[config.mk]
export PLATFORM = sky130hd
export DESIGN_NAME = dsf_mulq
export DESIGN_NICKNAME = d
export VERILOG_FILES = /design/src/rtl/dsf_mulq.sv
export SDC_FILE = /design/constraint.sdc
export NUM_CORES = 2
export LEC_CHECK = 0
export BUFFER_PORTS_ARGS = -buffer_cell sky130_fd_sc_hd__clkbuf_2
export CORE_MARGIN = 5
export CORE_UTILIZATION = 50
export CTS_CLUSTER_SIZE = 25
export DETAILED_ROUTE_END_ITERATION = 8
export GPL_TIMING_DRIVEN = 0
export PLACE_DENSITY = 0.75
export SLEW_MARGIN = 30
export SYNTH_ARGS = -nofsm -noshare
export SYNTH_HDL_FRONTEND = slang
export SYNTH_SLANG_ARGS = --single-unit
[constraint.sdc]
create_clock -name aclk -period 10.4 [get_ports aclk]
set_clock_uncertainty 0.15 [all_clocks]
set_input_delay 0.52 -clock aclk [delete_from_list [all_inputs] [get_ports aclk]]
set_output_delay 0.52 -clock aclk [all_outputs]
set_load 0.05 [all_outputs]
[src/rtl/dsf_mulq.sv]
// Two-stage fixed-point multiply: truncate toward zero, saturate to the word
module dsf_mulq #(
    parameter int W  = 32,
    parameter int F  = 16,
    parameter int AW = 32,
    parameter int BW = 32
) (
    input  logic                 aclk,
    input  logic                 en,
    input  logic signed [AW-1:0] a,
    input  logic signed [BW-1:0] b,
    output logic signed [W-1:0]  p
);

    localparam int PW = AW + BW;

    logic [AW-1:0]       amag;
    logic [BW-1:0]       bmag;
    logic                neg_next;
    logic [PW-1:0]       prod_reg;
    logic                neg_reg;
    logic [PW-1:0]       shr;
    logic [PW-1:0]       lim;
    logic [PW-1:0]       mag_sat;
    logic [W-1:0]        p_next;
    logic signed [W-1:0] p_reg;

    // Split into sign and magnitudes
    assign amag     = a[AW-1] ? AW'(-a) : AW'(a);
    assign bmag     = b[BW-1] ? BW'(-b) : BW'(b);
    assign neg_next = a[AW-1] ^ b[BW-1];

    // Drop the fraction and clamp the magnitude
    always_comb begin
        shr     = prod_reg >> F;
        lim     = neg_reg ? (PW'(1) << (W - 1)) : ((PW'(1) << (W - 1)) - PW'(1));
        mag_sat = (shr > lim) ? lim : shr;
        p_next  = neg_reg ? W'(-mag_sat) : W'(mag_sat);
    end

    always_ff @(posedge aclk) begin
        if (en) begin
            prod_reg <= PW'(amag) * PW'(bmag);
            neg_reg  <= neg_next;
            p_reg    <= p_next;
        end
    end

    assign p = p_reg;

endmodule

==> results.py <==
metrics = {
    "status": {
        "status": "finished, violations left",
        "violations": "negative setup slack",
    },
    "global_routing": {
        "grt_max_degree": 82,
        "grt_pass1_wl_mm": 209.3,
        "global_router_s_overall_resource_usage_pct": 36.10,
        "grt_antenna_before_repair": 10,
        "gr-total-overflow": 0,
        "first_global_vias": 32920,
    },
    "finish": {
        "largest_register_ffs": 48,
        "syn2layout_area_growth_pct": 14.03,
        "final.fill_count": 6362,
        "final_net_count": 5631,
        "multi_input_comb_area_sq_um": 32490,
        "seq_area_sq_um": 2432,
        "layout_cells_sized_above_1_pct": 12.88,
    },
    "timing": {
        "post_route_worst_setup_slack_ns": -0.5866,
        "maxClockFrequency_mhz": 91.02,
        "fin_worst_hold_slack_ns": 0.5383,
        "rsz0062_at_grt": "true",
        "final-max-slew-violation-count": 0,
        "timing.final.crit_period_ns": 10.99,
        "timing.max_slew.rel_slack_pct": 20.53,
        "setup_violations": 26,
        "min_period_over_period_pct": 105.6,
        "finalHoldViolCount": 0,
        "tightest_slew_ns": 1.184,
    },
    "clock_network": {
        "worstSkewPairLatency_ns": 0.35,
        "cts_root_buffer": "clkbuf_16",
        "cts_buffers": 9,
        "ctsHoldBuffers": 0,
        "clk_pin_slew_worst_paths_ns": 0.06,
        "cts_max_level": 3,
        "clock-sinks": 81,
        "cts_tree": "done",
        "clockBufferDepth": 2,
    },
    "route": {
        "avgRoutedWirePerCell_um": 26.88,
        "finalWirelength_mm": 144.0,
        "detail_route.iter0.violations": 3762,
        "detail-route-antenna-nets": 0,
        "drc": 0,
        "detail_route.vias_per_cell": 6.023,
        "route.vias.total": 32270,
        "drtPass1Iterations": 8,
    },
    "place": {
        "hpwlAfterDp_mm": 114.7,
        "dp_worst_setup_slack_ns": -3.775,
        "port-buffer-count": 94,
        "gpl.final_weighted_congestion": 1.146,
    },
    "yosys": {
        "synth_area_per_cell_sq_um": 8.933,
        "synth.cell_area_sq_um": 37120,
        "post_synth_inst_count": 4155,
        "synth.distinct_cells": 66,
        "yosys_most_used_dff": "edfxtp_1",
        "share_of_synthesized_registers_carrying_an_async_set_or_reset_pct": 0,
        "ys_seq_elements": 81,
        "synth.net_count": 5411,
        "synth-edff-count": 81,
        "synth_seq_area_share_pct": 6.553,
        "yosysWarnings": 0,
    },
    "worst_setup_path": {
        "critical_path.max_fanout": 10,
        "crit_path_max_incr_delay_ns": 0.60,
        "arrival_ns": 10.93,
        "worst_path_most_repeated_cell": "fa_1",
        "crit_path_end_kind": "flop",
        "start_kind": "input pin",
        "critical_path_class": "in -> reg",
        "worst_ep_required_time_ns": 10.35,
        "critical_path.slowest_cell": "fa_2",
    },
    "worst_hold_path": {
        "min-delay-path-class": "reg -> reg",
    },
    "die": {
        "die_area_sq_um": 79790,
        "horizontal_die_dimension_um": 282.5,
        "std_cell_rows": 100,
        "io_pins": 98,
        "initial_cell_density_of_the_core_pct": 50.11,
        "die_h_um": 282.5,
        "core_footprint_sq_um": 74070,
    },
    "job": {
        "maxCapViolations": 0,
    },
}
[cell families after synthesis]
logic type / Yosys count / synth area share, %
AND/OR/NAND/NOR: 1321 / 14.65
AO/OA/AOI/OAI: 332 / 5.640
multiplexers: 6 / 0.1618
adder cells (fa/ha/maj): 1190 / 58.21
flip-flops: 81 / 6.553
buffers and inverters: 1060 / 10.81
XOR/XNOR: 165 / 3.974
[routing by layer]
metal	up-vias	part of all wire (%)	global-route usage, %
met1	16060	33	43.79
met4	2	11	28.51
met3	786	14	12.11
met2	2511	42	52.87
met5	-	0.012	0.2385
li1	12910	-	-
[through the flow]
stage          instance area, sq um  utilization [%]  setup TNS [ns]  std cells
2_1_floorplan                 37120                -               0       4155
3_3_place_gp                  38800            52.38         -117.75       5218
3_5_place_dp                  39270            53.01         -116.16       5229
4_1_cts                       41810            56.45          -1.469       5335
5_1_grt                       42320            57.13          -9.538       5354
6_report                      42330            57.14          -8.659       5358
[cells in the final DEF, fill, tap and decap left out, drive strengths merged, types with 19 or more instances in the layout]
cell type,count
inv,890
xnor2,92
ha,295
nor2,579
xor2,73
a31oi,20
o21ai,100
buf,137
nand2,565
fa,895
clkbuf,254
nor4,19
a21oi,83
nand4,22
edfxtp,81
nor3,23
a21o,41
[final cells by class]
class | count | area share [%]
plain buffers | 169 | 2.220
clock buffers | 9 | 0.5321
repair buffers | 213 | 3.748
well taps | 969 | 2.864
multi-input cells | 3014 | 76.76
inverters | 887 | 7.878
diodes | 9 | 0.05321
clock inverters | 7 | 0.1981
flip-flops and latches | 81 | 5.747
[worst max-delay path, delay by kind of cell]
family	cells	cell delay, ns
xor+xnor	2	0.53
buf+inv	7	1.06
simple gates	10	2.75
compound gates	5	1.64
fa+ha+maj	9	4.41
[worst paths after layout]
kind / slack (ns) / depth (start not counted) / to / startpoint
worst max-delay path: -0.59 / 33 / prod_reg[61] / a[7]
worst min-delay path: 0.54 / 1 / p[5] / prod_reg[21]
worst max register to register: 3.25 / 23 / p[26] / neg_reg
worst min register to register: 0.54 / 1 / p[5] / prod_reg[21]
[synth_stat cells (16+ instances only)]
master    instances  area (sq um)
a21o_1           41         307.8
a21oi_1          83         415.4
a31oi_1          20         125.1
and2_1           18         112.6
clkbuf_1        161         604.3
edfxtp_1         81          2432
fa_1            895         17920
ha_1            295          3691
inv_1           886          3326
nand2_1         565          2121
nand4_1          22         137.6
nor2_1          579          2173
nor3_1           23         115.1
nor4_1           17         106.4
o21ai_0          97         485.5
o31ai_1          16         120.1
or4_1            16         120.1
xnor2_1          91         797.0
xor2_1           70         613.1
[what timing repair did]
| item | CTS | global route |
|---|---|---|
| gates resized for setup | 335 | 88 |
| setup buffers | 93 | 16 |
| pin swaps | 118 | 45 |
| setup endpoints to repair | 46 | 34 |
Power is left out: the tool's default activity adds up to more than one toggle a clock period on the data nets, which glitch-free logic cannot reach.
