==> src/rtl/dsf_pkg.sv <==
// Shared widths, register codes and constants of the damped spring force block
package dsf_pkg;

    localparam int POS_W     = 32;
    localparam int DIFF_W    = POS_W + 1;
    localparam int MAG_W     = POS_W;
    localparam int DT_W      = 31;
    localparam int CFG_W     = 31;
    localparam int CFG_IDX_W = 3;
    localparam int OUT_W     = 32;
    localparam int ROOT_W    = 32;

    localparam logic [CFG_W-1:0] MASS_ONE = CFG_W'(65536);

    typedef enum logic [CFG_IDX_W-1:0] {
        CFG_STIFFNESS   = 3'd0,
        CFG_DAMPING     = 3'd1,
        CFG_REST_LENGTH = 3'd2,
        CFG_MASS_A      = 3'd3,
        CFG_MASS_B      = 3'd4
    } cfg_idx_t;

endpackage

==> src/rtl/dsf_sqrt.sv <==
// Pipelined integer square root, one root bit per stage
module dsf_sqrt
    import dsf_pkg::*;
(
    input  logic                  aclk,
    input  logic                  en,
    input  logic [2*ROOT_W-1:0]   x,
    output logic [ROOT_W-1:0]     root
);

    localparam int XW = 2 * ROOT_W;
    localparam int TW = XW + 1;

    logic [XW-1:0]     rem_reg [ROOT_W-1];
    logic [ROOT_W-1:0] res_reg [ROOT_W];

    for (genvar s = 0; s < ROOT_W; s++) begin : g_stg
        localparam int BI = ROOT_W - 1 - s;
        logic [XW-1:0]     rem_in;
        logic [ROOT_W-1:0] res_in;
        logic [TW-1:0]     trial;
        logic              take;

        if (s == 0) begin : g_first
            assign rem_in = x;
            assign res_in = '0;
        end else begin : g_next
            assign rem_in = rem_reg[s-1];
            assign res_in = res_reg[s-1];
        end

        // (res + 2^i)^2 - res^2 against the remaining value
        assign trial = (TW'(res_in) << (BI + 1)) + (TW'(1) << (2 * BI));
        assign take  = TW'(rem_in) >= trial;

        always_ff @(posedge aclk) begin
            if (en) begin
                res_reg[s] <= res_in | (take ? (ROOT_W'(1) << BI) : '0);
            end
        end

        if (s < ROOT_W - 1) begin : g_carry
            always_ff @(posedge aclk) begin
                if (en) begin
                    rem_reg[s] <= take ? XW'(TW'(rem_in) - trial) : rem_in;
                end
            end
        end
    end

    assign root = res_reg[ROOT_W-1];

endmodule

==> config.mk <==
export PLATFORM = sky130hd
export DESIGN_NAME = dsf_sqrt
export DESIGN_NICKNAME = d
export VERILOG_FILES = /design/src/rtl/dsf_pkg.sv /design/src/rtl/dsf_sqrt.sv
export SDC_FILE = /design/constraint.sdc
export NUM_CORES = 2
export LEC_CHECK = 0
export BUFFER_PORTS_ARGS = -buffer_cell sky130_fd_sc_hd__buf_4
export CORE_ASPECT_RATIO = 1.4
export CORE_MARGIN = 2
export CORE_UTILIZATION = 23
export DETAILED_ROUTE_END_ITERATION = 12
export GPL_ROUTABILITY_DRIVEN = 1
export PLACE_DENSITY_LB_ADDON = 0.25
export SLEW_MARGIN = 20
export SYNTH_ARGS = -nofsm -noshare
export SYNTH_HDL_FRONTEND = slang
export SYNTH_SLANG_ARGS = --single-unit
==> constraint.sdc <==
create_clock -name aclk -period 5.3 [get_ports aclk]
set_input_delay 0.265 -clock aclk [delete_from_list [all_inputs] [get_ports aclk]]
set_output_delay 0.265 -clock aclk [all_outputs]
set_load 0.01 [all_outputs]
==> metrics.cfg <==
[timing]
hold_viol_final=0
finalCriticalPeriod_ns=4.80
finClkSkew_ns=0.0752
hold_ws_ns=0.120
slew_headroom=0.272
fin_ws_ns=0.503
drv_slew=0
rsz0062_at_grt=no
worst_pin_slew_ns=1.09
setup-tns-final_ns=0
setup_viol=0
period_share=0.905
max_clock_freq_ghz=0.208

[detailed_routing]
vias_per_cell=4.27
drcViolationCount=0
drt_wl_total_um=291000
antenna_left=0
wire_per_inst_um=16.9
via_count=73600
initialDrtViolationCount=3355
first_pass_iters=6

[floorplan]
fp-row-count=314
dieArea_sq_um=529000
fp.coreArea_sq_um=521000
die_h_um=860
ioPinCount=98
start_util=0.231
die_w_um=615

[synthesis]
netlist_instances=9572
synth_area_sq_um=120000
yosysUniqueCellTypes=99
ys_ff_latch=2512
ys_warn_count=0
seq_area_frac_synth=0.627
syn_nets=10200
async_reset_ff_frac=0
synth_largest_area_cell=edfxtp_1
synth_flop_cell=edfxtp_1
ys_top_cells_by_area=edfxtp_1 (63%), ha_1 (5.8%), xnor2_1 (3.7%)
synth_edf_count=2512
syn_area_per_cell_sq_um=12.6
synth_top_area_share=0.627

[critical_path]
path_class=reg2reg
cp_max_fo=11
slowest_delay_ns=0.79
rrSetupSlack_ns=0.50
cp_data_arrival_time_ns=5.40
crit_family=simple AND/OR/NAND/NOR gates
path_cells=ha_1 > nand2_1 > or4_1 > nand4b_1 > a21oi_1 > nor4_1 > o31ai_4 > nand4_1 > buf_4 > nor2_1 > nor4b_1 > xor2_1
cp.buffers_inverters=1
end_kind=flop
worst_setup_path_start_kind=flop
crit_slowest_cell=or4_1
crit_required_ns=5.90

[grt]
grt_pass1_wl_um=442000
grt_pass1_vias=79400
grt_antenna_before_repair=5
grt_usage=0.107
grt_max_degree=182
grt-ovfl-total=0

[power_and_ir_drop]
seq_power_share=0.451
p_int_mw=42.4
ir_drop_v=0.000283
switching_share=0.294
power_leakage_nw=51.3
clockPowerShare=0.336
p_per_area_nw_per_um2=425
netSwitchingPower_mw=17.6
combPwrFrac=0.213

[clocking]
cts_max_level=5
cts_resized=0
cts_sinks=2512
cts_root_buffer=clkbuf_16
cts_buffer_depth=4
numCtsBuffers=301
clk_pin_slew_ns=0.06
clock_latency_ns=0.93
cts_tree=done

[place]
place_hpwl_um=223000
place.port_buffers=97
pre_cts_ws_ns=0.512
place_inst=16600
place_congestion=0.904

[status]
status=finished, final reports clean

[layout]
layout.nets=10700
syn2layout_area_growth_pct=17.5
drive_gt1_frac=0.0817
largest_reg_flops=1984
stdcell_count=17200

[worst_hold_path]
hold_path_class=in2reg

[flow_run]
max_cap_violations=0

-- per-layer routing --
layer	track usage	up-vias	wire length (um)
met5	0	-	0
li1	-	36700	-
met1	0.0787	34900	83900
met3	0.0124	780	7110
met2	0.242	1203	180000
met4	0.0703	0	20900
-- placed cells by master, fill, tap and decap left out, drive strengths merged, types with 90 or more instances in the layout --
cell type / count
edfxtp: 2512
inv: 686
nand2: 660
nor2: 645
a21oi: 633
ha: 558
xnor2: 508
o21ai: 452
xor2: 378
clkbuf: 372
nor4: 330
buf: 249
nor3: 247
a21o: 220
nand4: 164
nand3: 157
nand2b: 122
clkinv: 122
dlygate4sd3: 114
or3: 90
-- area by class of cell --
| type | count | area (sq um) |
|---|---|---|
| antenna | 5 | 12.5 |
| timing repair buffer | 363 | 3240 |
| inverter | 675 | 2540 |
| clock buffer | 372 | 7860 |
| clock inverter | 164 | 1740 |
| fill | 53900 | 380000 |
| multi-input combinational | 6197 | 41800 |
| tap | 6952 | 8700 |
| sequential | 2512 | 75400 |
-- timing repair --
item,4_1_cts,5_1_grt
hold buffers,114,0
buffers inserted,0,0
endpoints found under the hold margin,125,0
-- worst paths after layout --
path	to	depth (start not counted)	from
max	rem_reg[1][891]	12	rem_reg[1][798]
min	rem_reg[0][46]	2	x[46]
max reg2reg	rem_reg[1][891]	12	rem_reg[1][798]
min reg2reg	rem_reg[0][362]	0	rem_reg[0][298]
-- per-stage QoR --
stage	total power, mW	instance area (sq um)	util
after floorplan	35.8	120000	-
after global placement	40.2	131000	0.250
after detailed placement	40.2	131000	0.250
after CTS	60.8	141000	0.271
after global routing	63.2	141000	0.271
final	60.0	141000	0.271
-- cell families after synthesis --
group                    share of synthesized area
multiplexers                               0.00859
XOR/XNOR                                    0.0645
AND/OR/NAND/NOR                              0.122
flip-flops                                   0.627
AO/OA/AOI/OAI                               0.0923
buffers and inverters                       0.0273
adder cells (fa/ha/maj)                     0.0581
-- synth_stat cells (32+ instances only) --
cell      instances
nor4_1          326
o211ai_1         39
nand4_1         162
ha_1            558
nand2_1         658
edfxtp_1       2512
xor2_1          378
or2_2            32
and2_1           33
or3_1            87
nor2b_1          86
nor3_1          245
a211oi_1         45
clkbuf_1        152
nand2b_1        122
inv_1           670
nor2_1          645
o21ai_0         451
and3_1           47
mux2_2           74
xnor2_1         508
nor4b_1          46
a21o_1          220
a31oi_1          61
o21bai_1         53
o31ai_1          40
o21a_1           71
a21oi_1         633
nand3_1         157
or4_1            59
nand4b_1         33
-- power by group through the flow --
stage	Combinational [mW]	Clock, mW	Sequential (mW)
2_1_floorplan	9.02	0	26.8
3_3_place_gp	12.7	0	27.5
3_5_place_dp	12.8	0	27.5
4_1_cts	12.9	20.8	27.1
5_1_grt	14.2	21.6	27.4
6_report	12.8	20.2	27.1
Note: power is estimated with default switching activity, not from simulation.
