<file path="src/rtl/dsf_div.sv">
// Pipelined restoring divider, one quotient bit per stage
module dsf_div #(
    parameter int NUM_W = 48,
    parameter int DEN_W = 32,
    parameter int Q_W   = 18
) (
    input  logic             aclk,
    input  logic             en,
    input  logic [NUM_W-1:0] num,
    input  logic [DEN_W-1:0] den,
    output logic [Q_W-1:0]   q
);

    localparam int CW = NUM_W + DEN_W;

    logic [NUM_W-1:0] rem_reg [Q_W-1];
    logic [DEN_W-1:0] den_reg [Q_W-1];
    logic [Q_W-1:0]   q_reg   [Q_W];

    for (genvar s = 0; s < Q_W; s++) begin : g_stg
        localparam int SH = Q_W - 1 - s;
        logic [NUM_W-1:0] rem_in;
        logic [DEN_W-1:0] den_in;
        logic [Q_W-1:0]   q_in;
        logic [CW-1:0]    trial;
        logic             take;

        if (s == 0) begin : g_first
            assign rem_in = num;
            assign den_in = den;
            assign q_in   = '0;
        end else begin : g_next
            assign rem_in = rem_reg[s-1];
            assign den_in = den_reg[s-1];
            assign q_in   = q_reg[s-1];
        end

        // Try to subtract the shifted divisor
        assign trial = CW'(den_in) << SH;
        assign take  = CW'(rem_in) >= trial;

        always_ff @(posedge aclk) begin
            if (en) begin
                q_reg[s] <= q_in | (take ? (Q_W'(1) << SH) : '0);
            end
        end

        if (s < Q_W - 1) begin : g_carry
            always_ff @(posedge aclk) begin
                if (en) begin
                    rem_reg[s] <= take ? NUM_W'(CW'(rem_in) - trial) : rem_in;
                    den_reg[s] <= den_in;
                end
            end
        end
    end

    assign q = q_reg[Q_W-1];

endmodule

</file>
<file path="config.mk">
export PLATFORM = sky130hd
export DESIGN_NAME = dsf_div
export DESIGN_NICKNAME = d
export VERILOG_FILES = /design/src/rtl/dsf_div.sv
export SDC_FILE = /design/constraint.sdc
export NUM_CORES = 2
export LEC_CHECK = 0
export ABC_AREA = 1
export BUFFER_PORTS_ARGS = -buffer_cell sky130_fd_sc_hd__buf_2
export CORE_MARGIN = 2
export CORE_UTILIZATION = 30
export DETAILED_ROUTE_END_ITERATION = 8
export PLACE_DENSITY_LB_ADDON = 0.12
export SYNTH_ARGS = -nofsm -noshare
export SYNTH_HDL_FRONTEND = slang
export SYNTH_SLANG_ARGS = --single-unit
export TNS_END_PERCENT = 20
</file>
<file path="constraint.sdc">
create_clock -name aclk -period 2.9 [get_ports aclk]
set_input_delay 0.725 -clock aclk [delete_from_list [all_inputs] [get_ports aclk]]
set_output_delay 0.725 -clock aclk [all_outputs]
set_load 0.02 [all_outputs]
</file>
==> flow_summary.json <==
{
  "outcome": "complete, no violations",
  "design.portCount": 100,
  "synth_cell_type_count": 44,
  "worst-r2r-setup-slack_ns": 0.10,
  "skew_ns": 0.117,
  "critical-path-slowest-cell": "sky130_fd_sc_hd__edfxtp_1",
  "final_area_sq_um": 124000,
  "die_width_um": 600,
  "synthesis.area_sq_um": 106000,
  "synth_seq_area_share_pct": 43.2,
  "finalSetupViolations": 0,
  "ordered_cell_list_for_the_critical_path": "ha_2, inv_1, fa_1, nand3_1, nand3_1, nand2_1, nand2_1, nand3_1, nand4_2, buf_4, nand2_1, inv_1",
  "synth_flop_cell": "sky130_fd_sc_hd__edfxtp_1",
  "setup_ws_ns": 0.102,
  "clock.fmax_ghz": 0.357,
  "count_of_final_max_slew_check_failures": 0,
  "cts.sink_count": 1531,
  "clk_latency_ns": 0.96,
  "yosys.cell_count.top_type": "sky130_fd_sc_hd__nand2_1",
  "maxSlewHeadroom_pct": 55.2,
  "grt.overflow.total": 0,
  "design_power_total_mw": 119,
  "dpl.hpwl_um": 332000,
  "grt_max_degree": 99,
  "hold_violations": 0,
  "post-route-min-period_ns": 2.80,
  "worst_hold_margin_ns": 0.142,
  "worst_path_dominant_cell_family": "simple AND/OR/NAND/NOR gates",
  "ys_warnings": 0,
  "critPathCaptureType": "flop",
  "synthesis.area_per_instance_sq_um": 7.18,
  "cts_inserted_buffers": 186,
  "length_of_the_first_detailed_routing_pass_in_iterations": 6,
  "placed_area_sq_um": 117000,
  "power.static_leakage_nw": 62.9,
  "drc": 0,
  "cell_count_after_synthesis": 14800,
  "place_congestion": 0.922,
  "critPathMaxFanout": 20,
  "yosys-top-cells-area": "sky130_fd_sc_hd__edfxtp_1 (43%), sky130_fd_sc_hd__nand2_1 (21%), sky130_fd_sc_hd__inv_1 (11%)",
  "worstReg2RegStart": "den_reg[0][192]$_DFFE_PP_",
  "peakVddDrop_v": 0.000462,
  "final.period_utilization_pct": 96.5,
  "max_stage_delay_on_crit_path_ns": 0.53,
  "clkTransAtPathRegs_ns": 0.06,
  "chipHeight_um": 600,
  "area_taken_by_flip_flops_and_latches_sq_um": 46000,
  "critical_path.reg2reg.endpoint": "rem_reg[0][378]$_DFFE_PP_",
  "area_used_by_multi_input_combinational_logic_sq_um": 48400,
  "layout-drive-gt1-share_pct": 6.98,
  "worst_case_hold_path_end_point": "rem_reg[0][29]$_DFFE_PP_",
  "largest_register_ff_count": 816,
  "mappedNetlistNets": 15500,
  "drt.antenna.violating_nets": 0,
  "h-tree-depth": 4,
  "cts_tree": "built",
  "io_buffer_count": 99,
  "dp_slack_ns": 0.00283,
  "worst-r2r-cell-count": 12,
  "worst_ep_arrival_time_ns": 3.40,
  "design.core.area_sq_um": 353000,
  "overall_global_routing_resource_usage_pct": 21.6,
  "maximum_root_to_sink_buffer_count": 4,
  "cp_buf_inv_count": 3,
  "maxCapViolations": 0,
  "effective_utilization_at_floorplan_pct": 30.2,
  "drt_iter0_drc": 7285,
  "yosys_register_bits": 1531,
  "layout.nets": 16300,
  "first_global_vias": 88200,
  "synth_area_leader_cell": "sky130_fd_sc_hd__edfxtp_1",
  "setup.worst_path.start_class": "flop",
  "holdCritPathClass": "input port to flop",
  "n_fill_cell": 38100,
  "rsz_0062_raised_after_global_routing": "yes",
  "power_density_nw_per_um2": 954,
  "startpoint_of_the_tightest_hold_check_path": "num[29]",
  "category_of_the_most_critical_setup_path": "flop to flop",
  "finalWirelength_um": 395000,
  "detailroute.via_count": 91900,
  "avgRoutedWirePerCell_um": 19.3,
  "cts_root_buffer": "sky130_fd_sc_hd__clkbuf_16",
  "grt_pass1_wl_um": 576000,
  "site_row_count": 218,
  "grt_antenna_before_repair": 8,
  "die_area_sq_um": 359000,
  "cp.required_ns": 3.51,
  "async_reset_ff_share_pct": 0,
  "worst-slew-pin-transition_ns": 0.672,
  "number_of_enable_flip_flop_cells_after_synthesis": 1531,
  "post_synth_most_frequent_cells": "sky130_fd_sc_hd__nand2_1 (6046), sky130_fd_sc_hd__inv_1 (3022), sky130_fd_sc_hd__edfxtp_1 (1531)",
  "syn2layout_area_growth_pct": 16.8,
  "worstHoldPathCells": 3,
  "synthDominantCellAreaShare_pct": 43.2,
  "detail_route.vias_per_cell": 4.48
}
[through the flow]
| step | util (%) | instances | setup TNS [ns] |
|---|---|---|---|
| 4_1_cts | 35.1 | 20500 | 0 |
| 3_5_place_dp | 33.2 | 20100 | 0 |
| 5_1_grt | 35.2 | 20500 | -0.328 |
| 6_report | 35.2 | 20500 | 0 |
| 3_3_place_gp | 33.2 | 20100 | -0.00394 |
| 2_1_floorplan | - | 14800 | 0 |
[worst min-delay path, delay by kind of cell]
family | cells | cell delay, ns
buffers and inverters | 2 | 0.14
AO/OA/AOI/OAI | 1 | 0.12
[what timing repair did]
action / CTS / global route
endpoints found under the hold margin: 48 / 0
hold buffers: 48 / 0
endpoints found under the setup margin: 2 / 229
pin swaps: 0 / 3
gates cloned: 0 / 0
gates resized for setup: 0 / 52
setup buffers: 2 / 16
[worst max-delay path by stage]
stage / startpoint / to / slack [ns] / cells past startpoint
6_report: den_reg[0][192]$_DFFE_PP_ / rem_reg[0][378]$_DFFE_PP_ / 0.10 / 12
5_1_grt: rem_reg[0][515]$_DFFE_PP_ / rem_reg[0][534]$_DFFE_PP_ / -0.09 / 15
4_1_cts: rem_reg[0][559]$_DFFE_PP_ / rem_reg[0][614]$_DFFE_PP_ / 0.008 / 11
3_5_place_dp: den_reg[0][288]$_DFFE_PP_ / rem_reg[0][511]$_DFFE_PP_ / 0.003 / 12
3_3_place_gp: den_reg[0][256]$_DFFE_PP_ / rem_reg[0][441]$_DFFE_PP_ / -0.004 / 12
2_1_floorplan: num[17] / rem_reg[0][45]$_DFFE_PP_ / 0.24 / 16
[layer usage]
layer | up-vias | GRT usage, % | wire [um] | share of wire (%)
met1 | 41800 | 28.1 | 174000 | 44
met3 | 402 | 2.11 | 16700 | 4.2
li1 | 47700 | - | - | -
met2 | 1974 | 38.4 | 194000 | 49
met4 | 0 | 5.18 | 10200 | 2.6
met5 | - | 0 | 0 | 0
[placed cells by master (no fill, tap or decap), drive strengths merged, types with 17 or more instances in the layout]
cell type,n
a21oi,475
buf,677
bufinv,28
clkbuf,212
clkinv,72
dlygate4sd3,48
edfxtp,1531
fa,17
ha,575
inv,3049
nand2,6060
nand3,796
nand3b,65
nand4,202
nor2,1233
nor3,119
nor4,18
o21ai,163
o21bai,43
xnor2,36
xor2,277
[where the power goes]
group	total (mW)	leakage [nW]	switching, mW	internal (mW)
combinational	57.5	44.9	38.5	19.0
sequential	36.3	14.9	4.82	31.5
clock	24.7	3.08	10.2	14.5
total	119	62.9	53.6	65.0
[layout make-up]
cell class | count | share of cell area [%]
diodes | 4 | 0.00805
well taps | 4730 | 4.76
inverters | 3034 | 9.16
repair buffers | 725 | 4.97
flip-flops and latches | 1531 | 37.0
multi-input cells | 10100 | 39.0
clock inverters | 125 | 1.28
clock buffers | 212 | 3.86
[cell families (layout without fill, tap and decap cells)]
family	Yosys count	in the layout	synth area share [%]
simple gates	8521	8521	32.2
compound gates	699	699	3.50
other cells	0	4	0
buf+inv	3155	4096	11.4
fa+ha+maj	592	592	7.08
xor+xnor	313	313	2.58
flops	1531	1531	43.2
Power figures use the tool's default switching activity.
